`config.mk`:
```
export PLATFORM = sky130hd
export DESIGN_NAME = frame_address_and_duplicate_filter_top
export DESIGN_NICKNAME = d
export VERILOG_FILES = /design/src/hdl/fadf_pkg.sv /design/src/hdl/fadf_front.sv /design/src/hdl/fadf_queue.sv /design/src/hdl/fadf_back.sv /design/src/hdl/frame_address_and_duplicate_filter_top.sv
export SDC_FILE = /design/constraint.sdc
export NUM_CORES = 1
export LEC_CHECK = 0
export ABC_AREA = 1
export BUFFER_PORTS_ARGS = -buffer_cell sky130_fd_sc_hd__buf_2
export CORE_UTILIZATION = 45
export DETAILED_ROUTE_END_ITERATION = 7
export GPL_TIMING_DRIVEN = 0
export SLEW_MARGIN = 20
export SYNTH_ARGS = -nofsm -noshare
export SYNTH_HDL_FRONTEND = slang
export SYNTH_SLANG_ARGS = --single-unit
export TNS_END_PERCENT = 30
```
`constraint.sdc`:
```
create_clock -name clk -period 3.75 [get_ports clk]
set_clock_uncertainty 0.05 [all_clocks]
set_input_delay 0.375 -clock clk [delete_from_list [all_inputs] [get_ports clk]]
set_output_delay 0.375 -clock clk [all_outputs]
set_load 0.01 [all_outputs]
```
`src/hdl/fadf_pkg.sv`:
```
// Shared types and constants of the frame address and duplicate filter.
package fadf_pkg;

    localparam int TABLE_SLOTS = 8;
    localparam int HEAD_W      = (TABLE_SLOTS > 1) ? $clog2(TABLE_SLOTS) : 1;

    localparam int ID_W       = 8;
    localparam int SEQ_W      = 8;
    localparam int TYPE_W     = 8;
    localparam int COUNT_W    = 16;
    localparam int VERDICT_W  = 3;
    localparam int CFG_IDX_W  = 2;
    localparam int CFG_DATA_W = 16;

    localparam int QUEUE_DEPTH = 2;
    localparam int QPTR_W      = $clog2(QUEUE_DEPTH);

    localparam logic [ID_W-1:0]    BROADCAST_RESET = 8'd255;
    localparam logic [COUNT_W-1:0] QUIET_RESET     = 16'd100;

    localparam logic OP_TICK = 1'b1;

    typedef enum logic [VERDICT_W-1:0] {
        V_ACCEPTED  = 3'd0,
        V_BAD_CRC   = 3'd1,
        V_NOT_ADDR  = 3'd2,
        V_DUPLICATE = 3'd3,
        V_DISABLED  = 3'd4,
        V_TICK      = 3'd5
    } verdict_t;

    typedef enum logic [CFG_IDX_W-1:0] {
        CFG_ENABLED      = 2'd0,
        CFG_OWN_ID       = 2'd1,
        CFG_BROADCAST_ID = 2'd2,
        CFG_QUIET_TICKS  = 2'd3
    } cfg_idx_t;

    // Class assigned by the front end; the back end acts on it.
    typedef enum logic [2:0] {
        K_DISABLED,
        K_BAD_CRC,
        K_NOT_ADDR,
        K_CANDIDATE,
        K_TICK_HELD,
        K_TICK
    } kind_t;

    typedef struct packed {
        kind_t             kind;
        logic              self_sent;
        logic [ID_W-1:0]   sender_id;
        logic [SEQ_W-1:0]  seq_num;
        logic [TYPE_W-1:0] msg_type;
    } item_t;

    typedef struct packed {
        logic [ID_W-1:0]    broadcast_id;
        logic [COUNT_W-1:0] quiet_ticks;
    } back_cfg_t;

endpackage

```
`src/hdl/fadf_front.sv`:
```
// Front end: configuration registers, item acceptance and classification.
module fadf_front (
    input  logic                             clk,
    input  logic                             rst_n,
    input  logic                             start,
    input  logic                             queue_full,
    input  logic                             opcode,
    input  logic                             crc_ok,
    input  logic [fadf_pkg::ID_W-1:0]        sender_id,
    input  logic [fadf_pkg::ID_W-1:0]        dest_id,
    input  logic [fadf_pkg::SEQ_W-1:0]       seq_num,
    input  logic [fadf_pkg::TYPE_W-1:0]      msg_type,
    input  logic                             cfg_valid,
    input  logic [fadf_pkg::CFG_IDX_W-1:0]   cfg_index,
    input  logic [fadf_pkg::CFG_DATA_W-1:0]  cfg_data,
    output logic                             cfg_ready,
    output logic                             busy,
    output logic                             push,
    output fadf_pkg::item_t                  item,
    output fadf_pkg::back_cfg_t              back_cfg
);
    import fadf_pkg::*;

    logic               enabled_reg;
    logic [ID_W-1:0]    own_id_reg;
    logic [ID_W-1:0]    broadcast_id_reg;
    logic [COUNT_W-1:0] quiet_ticks_reg;

    assign cfg_ready = 1'b1;

    always_ff @(posedge clk or negedge rst_n)
    begin
        if (!rst_n)
        begin
            enabled_reg      <= 1'b0;
            own_id_reg       <= '0;
            broadcast_id_reg <= BROADCAST_RESET;
            quiet_ticks_reg  <= QUIET_RESET;
        end
        else if (cfg_valid && cfg_ready)
        begin
            case (cfg_idx_t'(cfg_index))
                CFG_ENABLED:      enabled_reg      <= cfg_data[0];
                CFG_OWN_ID:       own_id_reg       <= cfg_data[ID_W-1:0];
                CFG_BROADCAST_ID: broadcast_id_reg <= cfg_data[ID_W-1:0];
                CFG_QUIET_TICKS:  quiet_ticks_reg  <= cfg_data[COUNT_W-1:0];
                default:          ;
            endcase
        end
    end

    assign busy = queue_full;
    assign push = start && !queue_full;

    always_comb
    begin
        item.sender_id = sender_id;
        item.seq_num   = seq_num;
        item.msg_type  = msg_type;
        item.self_sent = enabled_reg && (opcode != OP_TICK) && crc_ok
                         && (sender_id == own_id_reg);
        if (opcode == OP_TICK)
            item.kind = enabled_reg ? K_TICK : K_TICK_HELD;
        else if (!enabled_reg)
            item.kind = K_DISABLED;
        else if (!crc_ok)
            item.kind = K_BAD_CRC;
        else if ((dest_id != broadcast_id_reg) && (dest_id != own_id_reg))
            item.kind = K_NOT_ADDR;
        else
            item.kind = K_CANDIDATE;
    end

    assign back_cfg.broadcast_id = broadcast_id_reg;
    assign back_cfg.quiet_ticks  = quiet_ticks_reg;

endmodule

```
`src/hdl/fadf_queue.sv`:
```
// Short queue of classified items between front and back end.
module fadf_queue (
    input  logic            clk,
    input  logic            rst_n,
    input  logic            push,
    input  fadf_pkg::item_t item_in,
    input  logic            pop,
    output fadf_pkg::item_t item_out,
    output logic            empty,
    output logic            full
);
    import fadf_pkg::*;

    item_t             entry_reg [QUEUE_DEPTH];
    logic [QPTR_W-1:0] wr_ptr_reg;
    logic [QPTR_W-1:0] rd_ptr_reg;
    logic [QPTR_W:0]   count_reg;
    logic              do_push;
    logic              do_pop;

    assign empty    = (count_reg == '0);
    assign full     = (count_reg == (QPTR_W+1)'(QUEUE_DEPTH));
    assign do_push  = push && !full;
    assign do_pop   = pop && !empty;
    assign item_out = entry_reg[rd_ptr_reg];

    function automatic logic [QPTR_W-1:0] ptr_inc(input logic [QPTR_W-1:0] p);
        ptr_inc = (p == QPTR_W'(QUEUE_DEPTH - 1)) ? '0 : p + 1'b1;
    endfunction

    always_ff @(posedge clk)
    begin
        if (do_push)
            entry_reg[wr_ptr_reg] <= item_in;
    end

    always_ff @(posedge clk or negedge rst_n)
    begin
        if (!rst_n)
        begin
            wr_ptr_reg <= '0;
            rd_ptr_reg <= '0;
            count_reg  <= '0;
        end
        else
        begin
            if (do_push)
                wr_ptr_reg <= ptr_inc(wr_ptr_reg);
            if (do_pop)
                rd_ptr_reg <= ptr_inc(rd_ptr_reg);
            if (do_push && !do_pop)
                count_reg <= count_reg + 1'b1;
            else if (do_pop && !do_push)
                count_reg <= count_reg - 1'b1;
        end
    end

endmodule

```
`src/hdl/fadf_back.sv`:
```
// Back end: duplicate table, ring head, silence timer and result register.
module fadf_back (
    input  logic                          clk,
    input  logic                          rst_n,
    input  logic                          item_valid,
    input  fadf_pkg::item_t               item,
    input  fadf_pkg::back_cfg_t           back_cfg,
    output logic                          pop,
    output logic                          done,
    output logic [fadf_pkg::VERDICT_W-1:0] verdict,
    output logic                          self_sent,
    output logic [fadf_pkg::TYPE_W-1:0]   accepted_type,
    output logic                          table_cleared
);
    import fadf_pkg::*;

    logic [ID_W-1:0]    slot_sender_reg [TABLE_SLOTS];
    logic [SEQ_W-1:0]   slot_seq_reg    [TABLE_SLOTS];
    logic [HEAD_W-1:0]  head_reg;
    logic [HEAD_W-1:0]  head_next;
    logic [COUNT_W-1:0] quiet_count_reg;
    logic [COUNT_W-1:0] quiet_count_next;
    logic               quiet_armed_reg;
    logic [COUNT_W-1:0] limit;
    logic               expire;
    logic [TABLE_SLOTS-1:0] hit;
    logic               dup;
    logic               write_slot;

    verdict_t           verdict_reg;
    logic               done_reg;
    logic               self_reg;
    logic [TYPE_W-1:0]  type_reg;
    logic               cleared_reg;

    assign pop = item_valid;

    // Parallel match against occupied slots.
    always_comb
    begin
        for (int i = 0; i < TABLE_SLOTS; i++)
        begin
            hit[i] = (slot_sender_reg[i] != back_cfg.broadcast_id)
                     && (slot_sender_reg[i] == item.sender_id)
                     && (slot_seq_reg[i] == item.seq_num);
        end
    end

    assign dup        = |hit;
    assign write_slot = item_valid && (item.kind == K_CANDIDATE) && !dup;
    assign head_next  = (head_reg == HEAD_W'(TABLE_SLOTS - 1)) ? '0 : head_reg + 1'b1;

    // Saturating silence count; a limit of zero acts as one.
    assign quiet_count_next = (quiet_count_reg == '1) ? quiet_count_reg
                                                       : quiet_count_reg + 1'b1;
    assign limit  = (back_cfg.quiet_ticks == '0) ? COUNT_W'(1) : back_cfg.quiet_ticks;
    assign expire = (quiet_count_next >= limit);

    // Sequence numbers carry no reset.
    always_ff @(posedge clk)
    begin
        if (write_slot)
            slot_seq_reg[head_reg] <= item.seq_num;
    end

    always_ff @(posedge clk or negedge rst_n)
    begin
        if (!rst_n)
        begin
            for (int i = 0; i < TABLE_SLOTS; i++)
                slot_sender_reg[i] <= BROADCAST_RESET;
            head_reg        <= '0;
            quiet_count_reg <= '0;
            quiet_armed_reg <= 1'b0;
            done_reg        <= 1'b0;
            verdict_reg     <= V_ACCEPTED;
            self_reg        <= 1'b0;
            type_reg        <= '0;
            cleared_reg     <= 1'b0;
        end
        else
        begin
            done_reg <= item_valid;
            if (item_valid)
            begin
                self_reg    <= item.self_sent;
                type_reg    <= '0;
                cleared_reg <= 1'b0;
                case (item.kind)
                    K_DISABLED:
                    begin
                        verdict_reg <= V_DISABLED;
                    end
                    K_BAD_CRC:
                    begin
                        verdict_reg     <= V_BAD_CRC;
                        quiet_count_reg <= '0;
                        quiet_armed_reg <= 1'b1;
                    end
                    K_NOT_ADDR:
                    begin
                        verdict_reg     <= V_NOT_ADDR;
                        quiet_count_reg <= '0;
                        quiet_armed_reg <= 1'b1;
                    end
                    K_CANDIDATE:
                    begin
                        quiet_count_reg <= '0;
                        quiet_armed_reg <= 1'b1;
                        if (dup)
                            verdict_reg <= V_DUPLICATE;
                        else
                        begin
                            verdict_reg               <= V_ACCEPTED;
                            type_reg                  <= item.msg_type;
                            slot_sender_reg[head_reg] <= item.sender_id;
                            head_reg                  <= head_next;
                        end
                    end
                    K_TICK:
                    begin
                        verdict_reg <= V_TICK;
                        if (quiet_armed_reg)
                        begin
                            if (expire)
                            begin
                                for (int i = 0; i < TABLE_SLOTS; i++)
                                    slot_sender_reg[i] <= back_cfg.broadcast_id;
                                quiet_count_reg <= '0;
                                quiet_armed_reg <= 1'b0;
                                cleared_reg     <= 1'b1;
                            end
                            else
                                quiet_count_reg <= quiet_count_next;
                        end
                    end
                    K_TICK_HELD:
                    begin
                        verdict_reg <= V_TICK;
                    end
                    default:
                    begin
                        verdict_reg <= V_TICK;
                    end
                endcase
            end
        end
    end

    assign done          = done_reg;
    assign verdict       = verdict_reg;
    assign self_sent     = self_reg;
    assign accepted_type = type_reg;
    assign table_cleared = cleared_reg;

endmodule

```
`src/hdl/frame_address_and_duplicate_filter_top.sv`:
```
// Top level of the frame address and duplicate filter.
//
// Every item (a frame header or a frame-time tick) is taken on a rising edge
// with start high and busy low, and yields exactly one result, shown for one
// cycle with done high; the result is registered in the back end. The
// receiver cannot stall: done is a strobe. One item can be taken per cycle
// while busy is low; the back end retires one queued item per cycle, so
// the two-entry queue never fills and busy stays low in normal use. The front
// end checks enable, CRC and addressing against the configuration registers;
// the back end owns the eight-slot duplicate ring, whose entries are compared
// in parallel, and the silence timer that empties the ring after quiet_ticks
// armed ticks. A result needs no acknowledge. Configuration writes are
// always ready and are to be issued only while no item is in flight.
module frame_address_and_duplicate_filter_top (
    input  logic                            clk,
    input  logic                            rst_n,
    // item channel
    input  logic                            start,
    output logic                            busy,
    input  logic                            opcode,
    input  logic                            crc_ok,
    input  logic [fadf_pkg::ID_W-1:0]       sender_id,
    input  logic [fadf_pkg::ID_W-1:0]       dest_id,
    input  logic [fadf_pkg::SEQ_W-1:0]      seq_num,
    input  logic [fadf_pkg::TYPE_W-1:0]     msg_type,
    // configuration write channel
    input  logic                            cfg_valid,
    output logic                            cfg_ready,
    input  logic [fadf_pkg::CFG_IDX_W-1:0]  cfg_index,
    input  logic [fadf_pkg::CFG_DATA_W-1:0] cfg_data,
    // result strobe and fields
    output logic                            done,
    output logic [fadf_pkg::VERDICT_W-1:0]  verdict,
    output logic                            self_sent,
    output logic [fadf_pkg::TYPE_W-1:0]     accepted_type,
    output logic                            table_cleared
);
    import fadf_pkg::*;

    logic      queue_full;
    logic      queue_empty;
    logic      push;
    logic      pop;
    item_t     front_item;
    item_t     back_item;
    back_cfg_t back_cfg;

    // Front: config registers and classification of each transfer.
    fadf_front u_front (
        .clk        (clk),
        .rst_n      (rst_n),
        .start      (start),
        .queue_full (queue_full),
        .opcode     (opcode),
        .crc_ok     (crc_ok),
        .sender_id  (sender_id),
        .dest_id    (dest_id),
        .seq_num    (seq_num),
        .msg_type   (msg_type),
        .cfg_valid  (cfg_valid),
        .cfg_index  (cfg_index),
        .cfg_data   (cfg_data),
        .cfg_ready  (cfg_ready),
        .busy       (busy),
        .push       (push),
        .item       (front_item),
        .back_cfg   (back_cfg)
    );

    // Decoupling queue; keeps item order.
    fadf_queue u_queue (
        .clk      (clk),
        .rst_n    (rst_n),
        .push     (push),
        .item_in  (front_item),
        .pop      (pop),
        .item_out (back_item),
        .empty    (queue_empty),
        .full     (queue_full)
    );

    // Back: table lookup/update, silence timer, registered result.
    fadf_back u_back (
        .clk           (clk),
        .rst_n         (rst_n),
        .item_valid    (!queue_empty),
        .item          (back_item),
        .back_cfg      (back_cfg),
        .pop           (pop),
        .done          (done),
        .verdict       (verdict),
        .self_sent     (self_sent),
        .accepted_type (accepted_type),
        .table_cleared (table_cleared)
    );

endmodule

```
==> results of run 1 <==
kinds of logic (layout without fill, tap and decap cells):
| group | count (synthesis) | count (layout) |
|---|---|---|
| fa+ha+maj | 20 | 20 |
| simple gates | 1205 | 1205 |
| compound gates | 167 | 167 |
| xor+xnor | 69 | 69 |
| buf+inv | 300 | 475 |
| mux | 9 | 9 |
| flops | 255 | 255 |
| other cells | 1 | 1 |
layer usage:
metal  part of all wire (%)  global-route usage, %
met5                      0                      0
met4                    3.4                  8.417
met3                    7.1                  3.058
met2                     46                  44.42
met1                     44                  37.86
repair_timing:
| action | 4_1_cts | 5_1_grt |
|---|---|---|
| setup endpoints to repair | 104 | 139 |
| hold endpoints to repair | 84 | 0 |
| gates cloned | 0 | 1 |
| hold buffers | 33 | 0 |
| resized for setup | 10 | 64 |
| pin swaps | 2 | 25 |
| setup buffers | 4 | 11 |
layout make-up:
cell class	count	area share (%)
timing repair inverter	1	0.04125
inverter	242	5.019
clock buffer	41	4.572
tap	448	3.080
buffer	58	2.028
timing repair buffer	121	4.867
sequential	255	38.88
multi-input combinational	1471	40.51
clock inverter	12	1.004
worst min-delay path, stage by stage:
cell and delay, ns:
buf_2 0.08, nor2_1 0.04, a21oi_1 0.10
power breakdown:
part,switching [W],leakage [nW],internal (W)
combinational,0.00432,5.45,0.00190
clock,0.00120,0.498,0.00183
sequential,0.000533,2.63,0.00383
metrics by stage:
| stage | TNS (ns) | cell area, sq um | hold slack [ns] |
|---|---|---|---|
| 2_1_floorplan | 0 | 15400 | 0.02941 |
| 3_3_place_gp | -21.85 | 16310 | 0.4138 |
| 3_5_place_dp | -28.72 | 16420 | 0.3190 |
| 4_1_cts | 0 | 17830 | 0.002643 |
| 5_1_grt | -2.820 | 18200 | 0.04050 |
| 6_report | 0 | 18200 | 0.02896 |
placed cells by master, fill, tap and decap left out, types with 16 or more instances in the layout:
cell type | netlist | final
dfrtp_1 | 60 | 59
clkbuf_1 | 18 | 24
ha_1 | 20 | 16
clkbuf_16 | 0 | 30
buf_4 | 18 | 28
inv_1 | 235 | 234
dlygate4sd3_1 | 0 | 33
o21ai_0 | 45 | 41
xor2_1 | 45 | 41
xnor2_1 | 24 | 24
nand3_1 | 106 | 96
buf_2 | 14 | 83
nor2_1 | 200 | 185
o31ai_1 | 64 | 64
edfxtp_1 | 120 | 120
dfstp_2 | 75 | 75
nand2_2 | 24 | 25
a21oi_1 | 22 | 18
nand2_1 | 738 | 735
nor3_1 | 20 | 17
nand4_1 | 96 | 96
worst paths after layout:
check	slack (ns)	endpoint	depth (start not counted)	from
min in group asynchronous	0.31	u_back.quiet_count_reg[3]	2	rst_n
worst max-delay path	0.17	u_back.slot_seq_reg[4][3]	12	u_front.broadcast_id_reg[5]
worst min register to register	0.43	u_back.slot_sender_reg[38]	2	u_back.slot_sender_reg[38]
max in group asynchronous	2.56	u_front.broadcast_id_reg[1]	3	rst_n
worst min-delay path	0.03	u_front.quiet_ticks_reg[9]	3	cfg_data[9]
worst max register to register	0.17	u_back.slot_seq_reg[4][3]	12	u_front.broadcast_id_reg[5]
==> results.txt, run 1 <==
Status: completed
Syn nets: 2,102
Antenna violations before repair: 0
Pre-Repair DR Iteration Count: 7
Critical path class: flop to flop
PnR worst setup slack: 0.1697 ns
Die footprint: 34,970 sq um
Initial core utilization: 45.82%
Fillers: 3,140
Core area: 33,620 sq um
Worst path top cell family by delay: simple AND/OR/NAND/NOR gates
CTS tree: yes
Nets: 2,255
Detailed-route DRC error count: 0
Remaining Overflow, GRT: 0
Layout cell share with drive strength beyond 1: 15.17%
Number of flops mapped to enable cells by yosys: 120
GRT Resource Usage Total: 27.17%
Final wirelength: 48.24 mm
Top FF cell, synth: edfxtp_1
Syn Inst Count: 2,026
Worst-Skew Late Latency: 0.57 ns
Startpoint Class: flop
Initial DRC count: 1,277
Top Ports: 72
Avg WL per Cell: 18.21 microns
Area contributors post-synth: edfxtp_1 (23%), nand2_1 (18%), dfstp_2 (13%)
CP cell instances: clkbuf_1 -> xor2_1 -> nor2_1 -> nand2_1 -> nor2_1 -> nor2_1 -> nand2_1 -> nand2_1 -> nor2_2 -> nand3_2 -> buf_2 -> nor2_2
Die W: 187.0 microns
Die Y: 187.0 microns
Post-Synth XOR/XNOR Area: 3.923%
Yosys warnings: 0
Worst Path Buf+Inv: 2
Worst path required time: 3.93 ns
#FFs+latches synth: 255
Compound-gate portion of the synthesized area: 6.977%
Inserted Clock Buffers: 29
CTS H-Tree Depth: 1
DP Worst Slack: -0.4686 ns
P per Cell Area: 747.5 nW/um^2
Crit path largest cell delay: 0.63 ns
Util after Layout: 54.14%
Post-route insts no fill: 2,649
# rows: 67
Synth Area in Adders: 1.625%
Yosys cell types: 46
Crit end category: flop
DP HPWL: 36.34 mm
Total power draw: 0.01360 W
Max clock buf depth: 3
Area occupied by registers: 7077 sq um
Vias per cell: 5.358
Vias in the first global route: 13,270
Clock Root Buffer: clkbuf_16
Min Tclk post-route: 3.580 ns
Area of the multi-input gates: 7372 sq um
Max-slew headroom: 43.65%
Clock slew at reported path FFs: 0.06 ns
Avg Cell Area, Syn: 7.603 sq um
Tcrit/Tclk final: 95.48%
Via Count: 14,190
Fin. Hold Viols: 0
Slew Viols, Final: 0
RSZ-0062 raised after global routing: yes
Hold Path Class: input port to flop
Pin count of the biggest net entering global routing: 74
Fmax: 279.3 MHz
Post-synth top cells: nand2_1 (738), inv_1 (235), nor2_1 (200), edfxtp_1 (120), nand3_1 (106)
P_leak: 8.585 nW
Yosys top cell by area: edfxtp_1
Num Clock Sinks: 255
Worst slew pin tran: 0.8422 ns
Asr flop ratio synth: 52.94%
Gpl congestion: 0.9151
Max cap viols: 0
VDD IR max: 0.0006331 V
I/O Buffers: 70
Global-route wire length before repair: 73.70 mm
ANT cells: 0
Netlist Area Pre-Place: 15,400 sq um
Mux cell area share after synthesis: 0.5848%
Detail Route Antenna Nets: 0
Share of the synthesized area in the top cell type: 23.39%
Arrival @ worst endpoint: 3.76 ns
Largest family of logic cells by synthesized area: simple AND/OR/NAND/NOR gates
Slowest-stage cell, CP: clkbuf_1
Synth-to-Final Area Change: 18.15%
Maximum fanout along the worst path: 10
Synth Area in Simple Gates: 32.82%
Endpoints failing setup: 0
Placed Cells: 2,547
Register area share after synthesis: 45.93%
Most frequent cell after synthesis: nand2_1
(Power assumes the default switching activity.)
==> run 2, diff against run 1 <==
==> constraint.sdc (replaced) <==
create_clock -name clk -period 3.15 [get_ports clk]
set_clock_uncertainty 0.05 [all_clocks]
set_input_delay 0.315 -clock clk [delete_from_list [all_inputs] [get_ports clk]]
set_output_delay 0.315 -clock clk [all_outputs]
set_load 0.01 [all_outputs]
==> results.txt, run 2 (synthesis results as in run 1) <==
Status: finished with violations (was completed)
Failing checks: setup timing
Top Ports: 72 (unchanged)
RR Startpoint: u_back.quiet_count_reg[0] (was u_front.broadcast_id_reg[5])
Worst-Skew Late Latency: 0.56 ns (was 0.57 ns)
Vias in the first global route: 13,920 (was 13,270)
Final instance area: 18,600 sq um (was 18,200 sq um)
Nets: 2,266 (was 2,255)
Global-route wire length before repair: 76.06 mm (was 73.70 mm)
Post-DP Area: 16,450 sq um (was 16,420 sq um)
Inserted Clock Buffers: 28 (was 29)
Final wirelength: 49.14 mm (was 48.24 mm)
Slew Viols, Final: 0 (unchanged)
Source of the critical timing path: u_back.quiet_count_reg[0] (was u_front.broadcast_id_reg[5])
Startpoint Class: flop (unchanged)
PnR worst setup slack: -0.4454 ns (was 0.1697 ns)
I/O Buffers: 70 (unchanged)
Gpl congestion: 0.9272 (was 0.9151)
Worst slew pin tran: 0.8878 ns (was 0.8422 ns)
Fmax: 278.1 MHz (was 279.3 MHz)
Pin count of the biggest net entering global routing: 94 (was 74)
Worst path required time: 3.59 ns (was 3.93 ns)
Die Y: 187.0 microns (unchanged)
Initial core utilization: 45.82% (unchanged)
Avg WL per Cell: 18.47 microns (was 18.21 microns)
RSZ-0062 raised after global routing: yes (unchanged)
Via Count: 14,210 (was 14,190)
CP cell instances: ha_2 -> nand2_2 -> nor2_2 -> nand3_2 -> nor2_4 -> nand4_1 -> inv_2 -> buf_4 -> nor3_1 -> inv_1 -> ha_1 -> a21oi_1 -> o21ai_0 -> a21oi_2 -> nand4_1 -> nand2_2 -> buf_12 -> clkinvlp_4 -> nand3_4 -> nand2_1 -> nand2_1 (was clkbuf_1 -> xor2_1 -> nor2_1 -> nand2_1 -> nor2_1 -> nor2_1 -> nand2_1 -> nand2_1 -> nor2_2 -> nand3_2 -> buf_2 -> nor2_2)
# rows: 67 (unchanged)
Endpoints failing setup: 82 (was 0)
VDD IR max: 0.0004770 V (was 0.0006331 V)
Total power draw: 0.01656 W (was 0.01360 W)
Min Tclk post-route: 3.595 ns (was 3.580 ns)
Max-slew headroom: 40.60% (was 43.65%)
Sum of negative setup slack: -29.11 ns (was 0 ns)
GRT Resource Usage Total: 28.10% (was 27.17%)
CTS H-Tree Depth: 1 (unchanged)
Hold Crit Start: cfg_data[3] (was cfg_data[9])
Clock Root Buffer: clkbuf_16 (unchanged)
Commonest non-fill, non-tap cells in the layout: nand2_1 (718), inv_1 (234), nor2_1 (185) (was nand2_1 (735), inv_1 (234), nor2_1 (185))
P per Cell Area: 890.5 nW/um^2 (was 747.5 nW/um^2)
Maximum fanout along the worst path: 8 (was 10)
ANT cells: 0 (unchanged)
Pre-Repair DR Iteration Count: 5 (was 7)
CTS tree: yes (unchanged)
Antenna violations before repair: 0 (unchanged)
Max clock buf depth: 3 (unchanged)
Crit path largest cell delay: 0.39 ns (was 0.63 ns)
Core area: 33,620 sq um (unchanged)
Detail Route Antenna Nets: 0 (unchanged)
Die footprint: 34,970 sq um (unchanged)
Fillers: 3,102 (was 3,140)
Most common cell after layout, fill and taps aside: nand2_1 (unchanged)
Arrival @ worst endpoint: 4.04 ns (was 3.76 ns)
P_leak: 8.672 nW (was 8.585 nW)
Crit end category: flop (unchanged)
Fin. Hold Viols: 0 (unchanged)
Clock slew at reported path FFs: 0.06 ns (about the same)
Critical path class: flop to flop (unchanged)
Hold Path Class: input port to flop (unchanged)
Num Clock Sinks: 255 (unchanged)
Layout cell share with drive strength beyond 1: 16.68% (was 15.17%)
DP HPWL: 36.50 mm (was 36.34 mm)
Vias per cell: 5.343 (was 5.358)
Synth-to-Final Area Change: 20.76% (was 18.15%)
Remaining Overflow, GRT: 0 (unchanged)
Die W: 187.0 microns (unchanged)
Detailed-route DRC error count: 0 (unchanged)
Tcrit/Tclk final: 114.1% (was 95.48%)
Slowest-stage cell, CP: dfrtp_1 (was clkbuf_1)
Initial DRC count: 1,295 (was 1,277)
Max cap viols: 0 (unchanged)
-- run 2: through the flow --
stage	utilization, %	worst slack [ns]	cells	hold slack [ns]
3_3_place_gp	48.61	-0.8187	2544	0.4138
3_5_place_dp	48.93	-0.8899	2547	0.1916
6_report	55.34	-0.4454	2660	0.03957
4_1_cts	54.17	-0.2905	2650	0.02404
5_1_grt	55.34	-0.6969	2660	0.04459
2_1_floorplan	-	0.004482	2026	-0.03059
-- run 2: path summary, 6_finish.rpt --
check                                         endpoint  slack, ns  depth (start not counted)
setup reg to reg            u_back.slot_sender_reg[16]      -0.45                         21
max in group asynchronous      u_back.accepted_type[7]       2.04                          3
setup / recovery            u_back.slot_sender_reg[16]      -0.45                         21
hold reg to reg             u_back.slot_sender_reg[35]       0.42                          2
hold / removal             u_front.broadcast_id_reg[3]       0.04                          3
min in group asynchronous           u_back.head_reg[2]       0.22                          2
-- run 2: cell type report --
cell class	instances	area, sq um	area share, %
buffer	58	452.9	2.435
multi-input combinational	1471	7596	40.84
sequential	255	7077	38.04
inverter	242	917.1	4.930
tap	448	560.5	3.013
timing repair inverter	1	7.507	0.04036
timing repair buffer	133	1081	5.812
clock inverter	8	66.31	0.3565
clock buffer	44	843.3	4.534
-- run 2: what timing repair did --
| action | CTS | global route |
|---|---|---|
| hold buffers | 34 | 0 |
| resized for setup | 86 | 65 |
| gates cloned | 2 | 4 |
| setup endpoints to repair | 148 | 147 |
| pin swaps | 45 | 28 |
| buffers inserted | 15 | 6 |
| endpoints found under the hold margin | 100 | 0 |
-- run 2: critical path, delay by kind of cell (launching register included) --
family | cells | cell delay, ns
AOI/OAI and AO/OA | 3 | 0.47
adders and majority gates | 2 | 0.53
buffers and inverters | 5 | 0.69
DFF | 1 | 0.39
and+or+nand+nor | 11 | 1.40
-- run 2: layer usage --
| layer | GRT usage, % | share of wire, % | vias to the layer above |
|---|---|---|---|
| li1 | - | - | 6944 |
| met1 | 37.91 | 44 | 6683 |
| met2 | 45.31 | 46 | 482 |
| met3 | 4.071 | 6.1 | 103 |
| met4 | 11.79 | 4.2 | 0 |
| met5 | 0 | 0 | - |
-- run 2: where the power goes --
group / switching (W) / internal [W] / total (W)
logic: 0.00545 / 0.00265 / 0.00810
registers: 0.000636 / 0.00455 / 0.00519
clock network: 0.00136 / 0.00191 / 0.00327
==> run 3, diff against run 2 <==
--- a/config.mk
+++ b/config.mk
@@ -5,7 +5,6 @@
 export SDC_FILE = /design/constraint.sdc
 export NUM_CORES = 1
 export LEC_CHECK = 0
-export ABC_AREA = 1
 export BUFFER_PORTS_ARGS = -buffer_cell sky130_fd_sc_hd__buf_2
 export CORE_UTILIZATION = 45
 export DETAILED_ROUTE_END_ITERATION = 7
==> results.txt, run 3 <==
Number of flops mapped to enable cells by yosys: 120 (unchanged)
Die Y: 181.5 microns (was 187.0 microns)
VDD IR max: 0.0007059 V (was 0.0004770 V)
Sequential share of power: 31.7% (was 31.3%)
ANT cells: 0 (unchanged)
P per Cell Area: 855.3 nW/um^2 (was 890.5 nW/um^2)
Nets: 1,575 (was 2,266)
Failing checks: setup timing (unchanged)
Fin. Hold Viols: 0 (unchanged)
Max cap viols: 0 (unchanged)
Vias per cell: 6.042 (was 5.343)
Sw power: 0.006178 W (was 0.007453 W)
Min Tclk post-route: 3.695 ns (was 3.595 ns)
Endpoints failing setup: 144 (was 82)
Status: finished with violations (unchanged)
Slew Viols, Final: 0 (unchanged)
Detail Route Antenna Nets: 0 (unchanged)
Via Count: 11,620 (was 14,210)
#FFs+latches synth: 255 (unchanged)
Max-slew headroom: 38.42% (was 40.60%)
Area contributors post-synth: edfxtp_1 (25%), dfstp_2 (14%), xnor2_1 (13%) (was edfxtp_1 (23%), nand2_1 (18%), dfstp_2 (13%))
Final wirelength: 46.66 mm (was 49.14 mm)
Cell Int Power: 0.009849 W (was 0.009112 W)
Yosys warnings: 0 (unchanged)
Yosys cell types: 61 (was 46)
Num Clock Sinks: 255 (unchanged)
Worst path required time: 3.58 ns (was 3.59 ns)
Pin count of the biggest net entering global routing: 87 (was 94)
Share of the synthesized area in the top cell type: 24.85% (was 23.39%)
Worst path top cell family by delay: simple AND/OR/NAND/NOR gates (unchanged)
Avg Cell Area, Syn: 11.43 sq um (was 7.603 sq um)
Post-synth top cells: xnor2_1 (215), edfxtp_1 (120), o21ai_0 (84), dfstp_2 (75), dfrtp_1 (60) (was nand2_1 (738), inv_1 (235), nor2_1 (200), edfxtp_1 (120), nand3_1 (106))
Maximum fanout along the worst path: 8 (unchanged)
Netlist Area Pre-Place: 14,500 sq um (was 15,400 sq um)
CTS H-Tree Depth: 1 (unchanged)
Clock Root Buffer: clkbuf_16 (unchanged)
Gpl congestion: 0.9669 (was 0.9272)
Crit path largest cell delay: 0.37 ns (was 0.39 ns)
Worst slew pin tran: 0.9183 ns (was 0.8878 ns)
Clock slew at reported path FFs: 0.06 ns (about the same)
Worst-Skew Late Latency: 0.60 ns (was 0.56 ns)
Fmax: 270.6 MHz (was 278.1 MHz)
Crit end category: flop (unchanged)
Max clock buf depth: 3 (unchanged)
CP cell instances: buf_8 -> and4_4 -> nand4_1 -> nor4_4 -> nand3_2 -> buf_6 -> and2_1 -> nand2_2 -> xnor2_2 -> ha_1 -> nand2_1 -> o211ai_1 -> o211ai_1 -> o2bb2a_4 -> buf_6 -> o21ai_4 -> buf_6 -> a211oi_1 -> nor3_1 (was ha_2 -> nand2_2 -> nor2_2 -> nand3_2 -> nor2_4 -> nand4_1 -> inv_2 -> buf_4 -> nor3_1 -> inv_1 -> ha_1 -> a21oi_1 -> o21ai_0 -> a21oi_2 -> nand4_1 -> nand2_2 -> buf_12 -> clkinvlp_4 -> nand3_4 -> nand2_1 -> nand2_1)
Slowest-stage cell, CP: dfrtp_1 (unchanged)
Inserted Clock Buffers: 30 (was 28)
Clock Power Share: 22.5% (was 19.8%)
Top Ports: 72 (unchanged)
Pre-Repair DR Iteration Count: 8 (was 5)
Hold Path Class: input port to flop (unchanged)
I/O Buffers: 70 (unchanged)
Yosys top cell by area: edfxtp_1 (unchanged)
Detailed-route DRC error count: 0 (unchanged)
Placed Cells: 1,749 (was 2,547)
Remaining Overflow, GRT: 0 (unchanged)
Tcrit/Tclk final: 117.3% (was 114.1%)
Most frequent cell after synthesis: xnor2_1 (was nand2_1)
RSZ-0062 raised after global routing: yes (unchanged)
Asr flop ratio synth: 52.94% (unchanged)
Post-route insts no fill: 1,924 (was 2,660)
Antenna violations before repair: 0 (unchanged)
Top FF cell, synth: edfxtp_1 (unchanged)
Global-route wire length before repair: 69.97 mm (was 76.06 mm)
DP HPWL: 31.32 mm (was 36.50 mm)
Arrival @ worst endpoint: 4.13 ns (was 4.04 ns)
Syn nets: 1,345 (was 2,102)
Comb power frac: 45.8% (was 48.9%)
# rows: 65 (was 67)
Most common cell after layout, fill and taps aside: xnor2_1 (was nand2_1)
Synth-to-Final Area Change: 29.22% (was 20.76%)
Die footprint: 32,950 sq um (was 34,970 sq um)
Vias in the first global route: 11,620 (was 13,920)
GRT Resource Usage Total: 28.25% (was 28.10%)
Register area share after synthesis: 48.79% (was 45.93%)
Sw Ratio: 38.55% (was 44.99%)
Avg WL per Cell: 24.25 microns (was 18.47 microns)
P_leak: 6.853 nW (was 8.672 nW)
Core area: 31,640 sq um (was 33,620 sq um)
Most used cell, CP: buf_6
Worst Path Buf+Inv: 4 (was 5)
Critical path class: flop to flop (unchanged)
Sum of negative setup slack: -44.78 ns (was -29.11 ns)
Initial core utilization: 45.84% (was 45.82%)
PnR worst setup slack: -0.5450 ns (was -0.4454 ns)
Commonest non-fill, non-tap cells in the layout: xnor2_1 (211), edfxtp_1 (120), buf_2 (80) (was nand2_1 (718), inv_1 (234), nor2_1 (185))
Startpoint Class: flop (unchanged)
Initial DRC count: 997 (was 1,295)
Syn Inst Count: 1,269 (was 2,026)
Fillers: 2,518 (was 3,102)
Layout cell share with drive strength beyond 1: 35.02% (was 16.68%)
Die W: 181.5 microns (was 187.0 microns)
CTS tree: yes (unchanged)
[run 3: final timing paths]
check                                                from                    endpoint  slack (ns)  cells past startpoint
min in group asynchronous                           rst_n   u_back.quiet_count_reg[6]        0.31                      2
max in group asynchronous                           rst_n  u_front.quiet_ticks_reg[2]        2.00                      3
worst max-delay path            u_back.quiet_count_reg[3]   u_back.slot_sender_reg[7]       -0.54                     19
worst min register to register    u_back.accepted_type[4]     u_back.accepted_type[4]        0.43                      2
worst max register to register  u_back.quiet_count_reg[3]   u_back.slot_sender_reg[7]       -0.54                     19
worst min-delay path                               crc_ok    u_queue.entry_reg[1][26]        0.06                      3
[run 3: power groups by stage]
stage | logic (W) | clock network, W | registers, W
after floorplan | 0.00434 | 0 | 0.00490
after global placement | 0.00586 | 0 | 0.00508
after detailed placement | 0.00605 | 0 | 0.00509
after CTS | 0.00702 | 0.00364 | 0.00505
after global routing | 0.00779 | 0.00377 | 0.00513
final | 0.00734 | 0.00361 | 0.00508
[run 3: worst min-delay path, cell delays in order]
cell     delay, ns
buf_2         0.09
inv_1         0.06
nor3b_1       0.06
[run 3: metrics by stage]
| stage | setup WS (ns) | power [W] | hold WS (ns) | instance area [sq um] | utilization, % |
|---|---|---|---|---|---|
| after CTS | -0.6362 | 0.01571 | 0.02268 | 18330 | 57.92 |
| after global routing | -0.7879 | 0.01669 | 0.06734 | 18740 | 59.23 |
| final | -0.5450 | 0.01603 | 0.05804 | 18740 | 59.23 |
| after detailed placement | -1.476 | 0.01115 | 0.3416 | 15730 | 49.73 |
| after global placement | -1.505 | 0.01094 | 0.4135 | 15550 | 49.16 |
| after floorplan | -0.2394 | 0.009243 | -0.03059 | 14700 | - |
[run 3: cell families (layout without fill, tap and decap cells)]
group | count (synthesis) | after routing | synth area share, %
mux | 73 | 74 | 6.773
simple gates | 314 | 314 | 12.89
buf+inv | 106 | 357 | 3.771
other cells | 1 | 1 | 0.02586
xor+xnor | 232 | 232 | 14.01
flops | 255 | 255 | 48.79
fa+ha+maj | 20 | 20 | 1.726
compound gates | 268 | 269 | 12.01
[run 3: layout make-up]
type / count / area (sq um) / share of cell area [%]
multi-input combinational: 910 / 7651 / 40.83
inverter: 39 / 146.4 / 0.7812
clock buffer: 40 / 845.8 / 4.514
clock inverter: 15 / 186.4 / 0.9949
buffer: 67 / 558.0 / 2.978
sequential: 255 / 7077 / 37.76
tap: 402 / 503.0 / 2.684
timing repair buffer: 196 / 1772 / 9.455
[run 3: routing by layer]
metal,routed length [microns],track usage (%),vias to the layer above,share of wire [%]
li1,-,-,5186,-
met1,19710,38.21,5751,42
met3,3420,4.553,146,7.3
met5,0,0,-,0
met4,2335,12.07,0,5.0
met2,21200,44.98,541,45
[run 3: repair_timing]
| item | CTS | global route |
|---|---|---|
| endpoints found under the hold margin | 112 | 0 |
| setup endpoints to repair | 159 | 155 |
| hold buffers | 42 | 0 |
| gates cloned | 5 | 5 |
| buffers inserted | 58 | 10 |
| gates resized for setup | 110 | 65 |
| pin swaps | 26 | 35 |
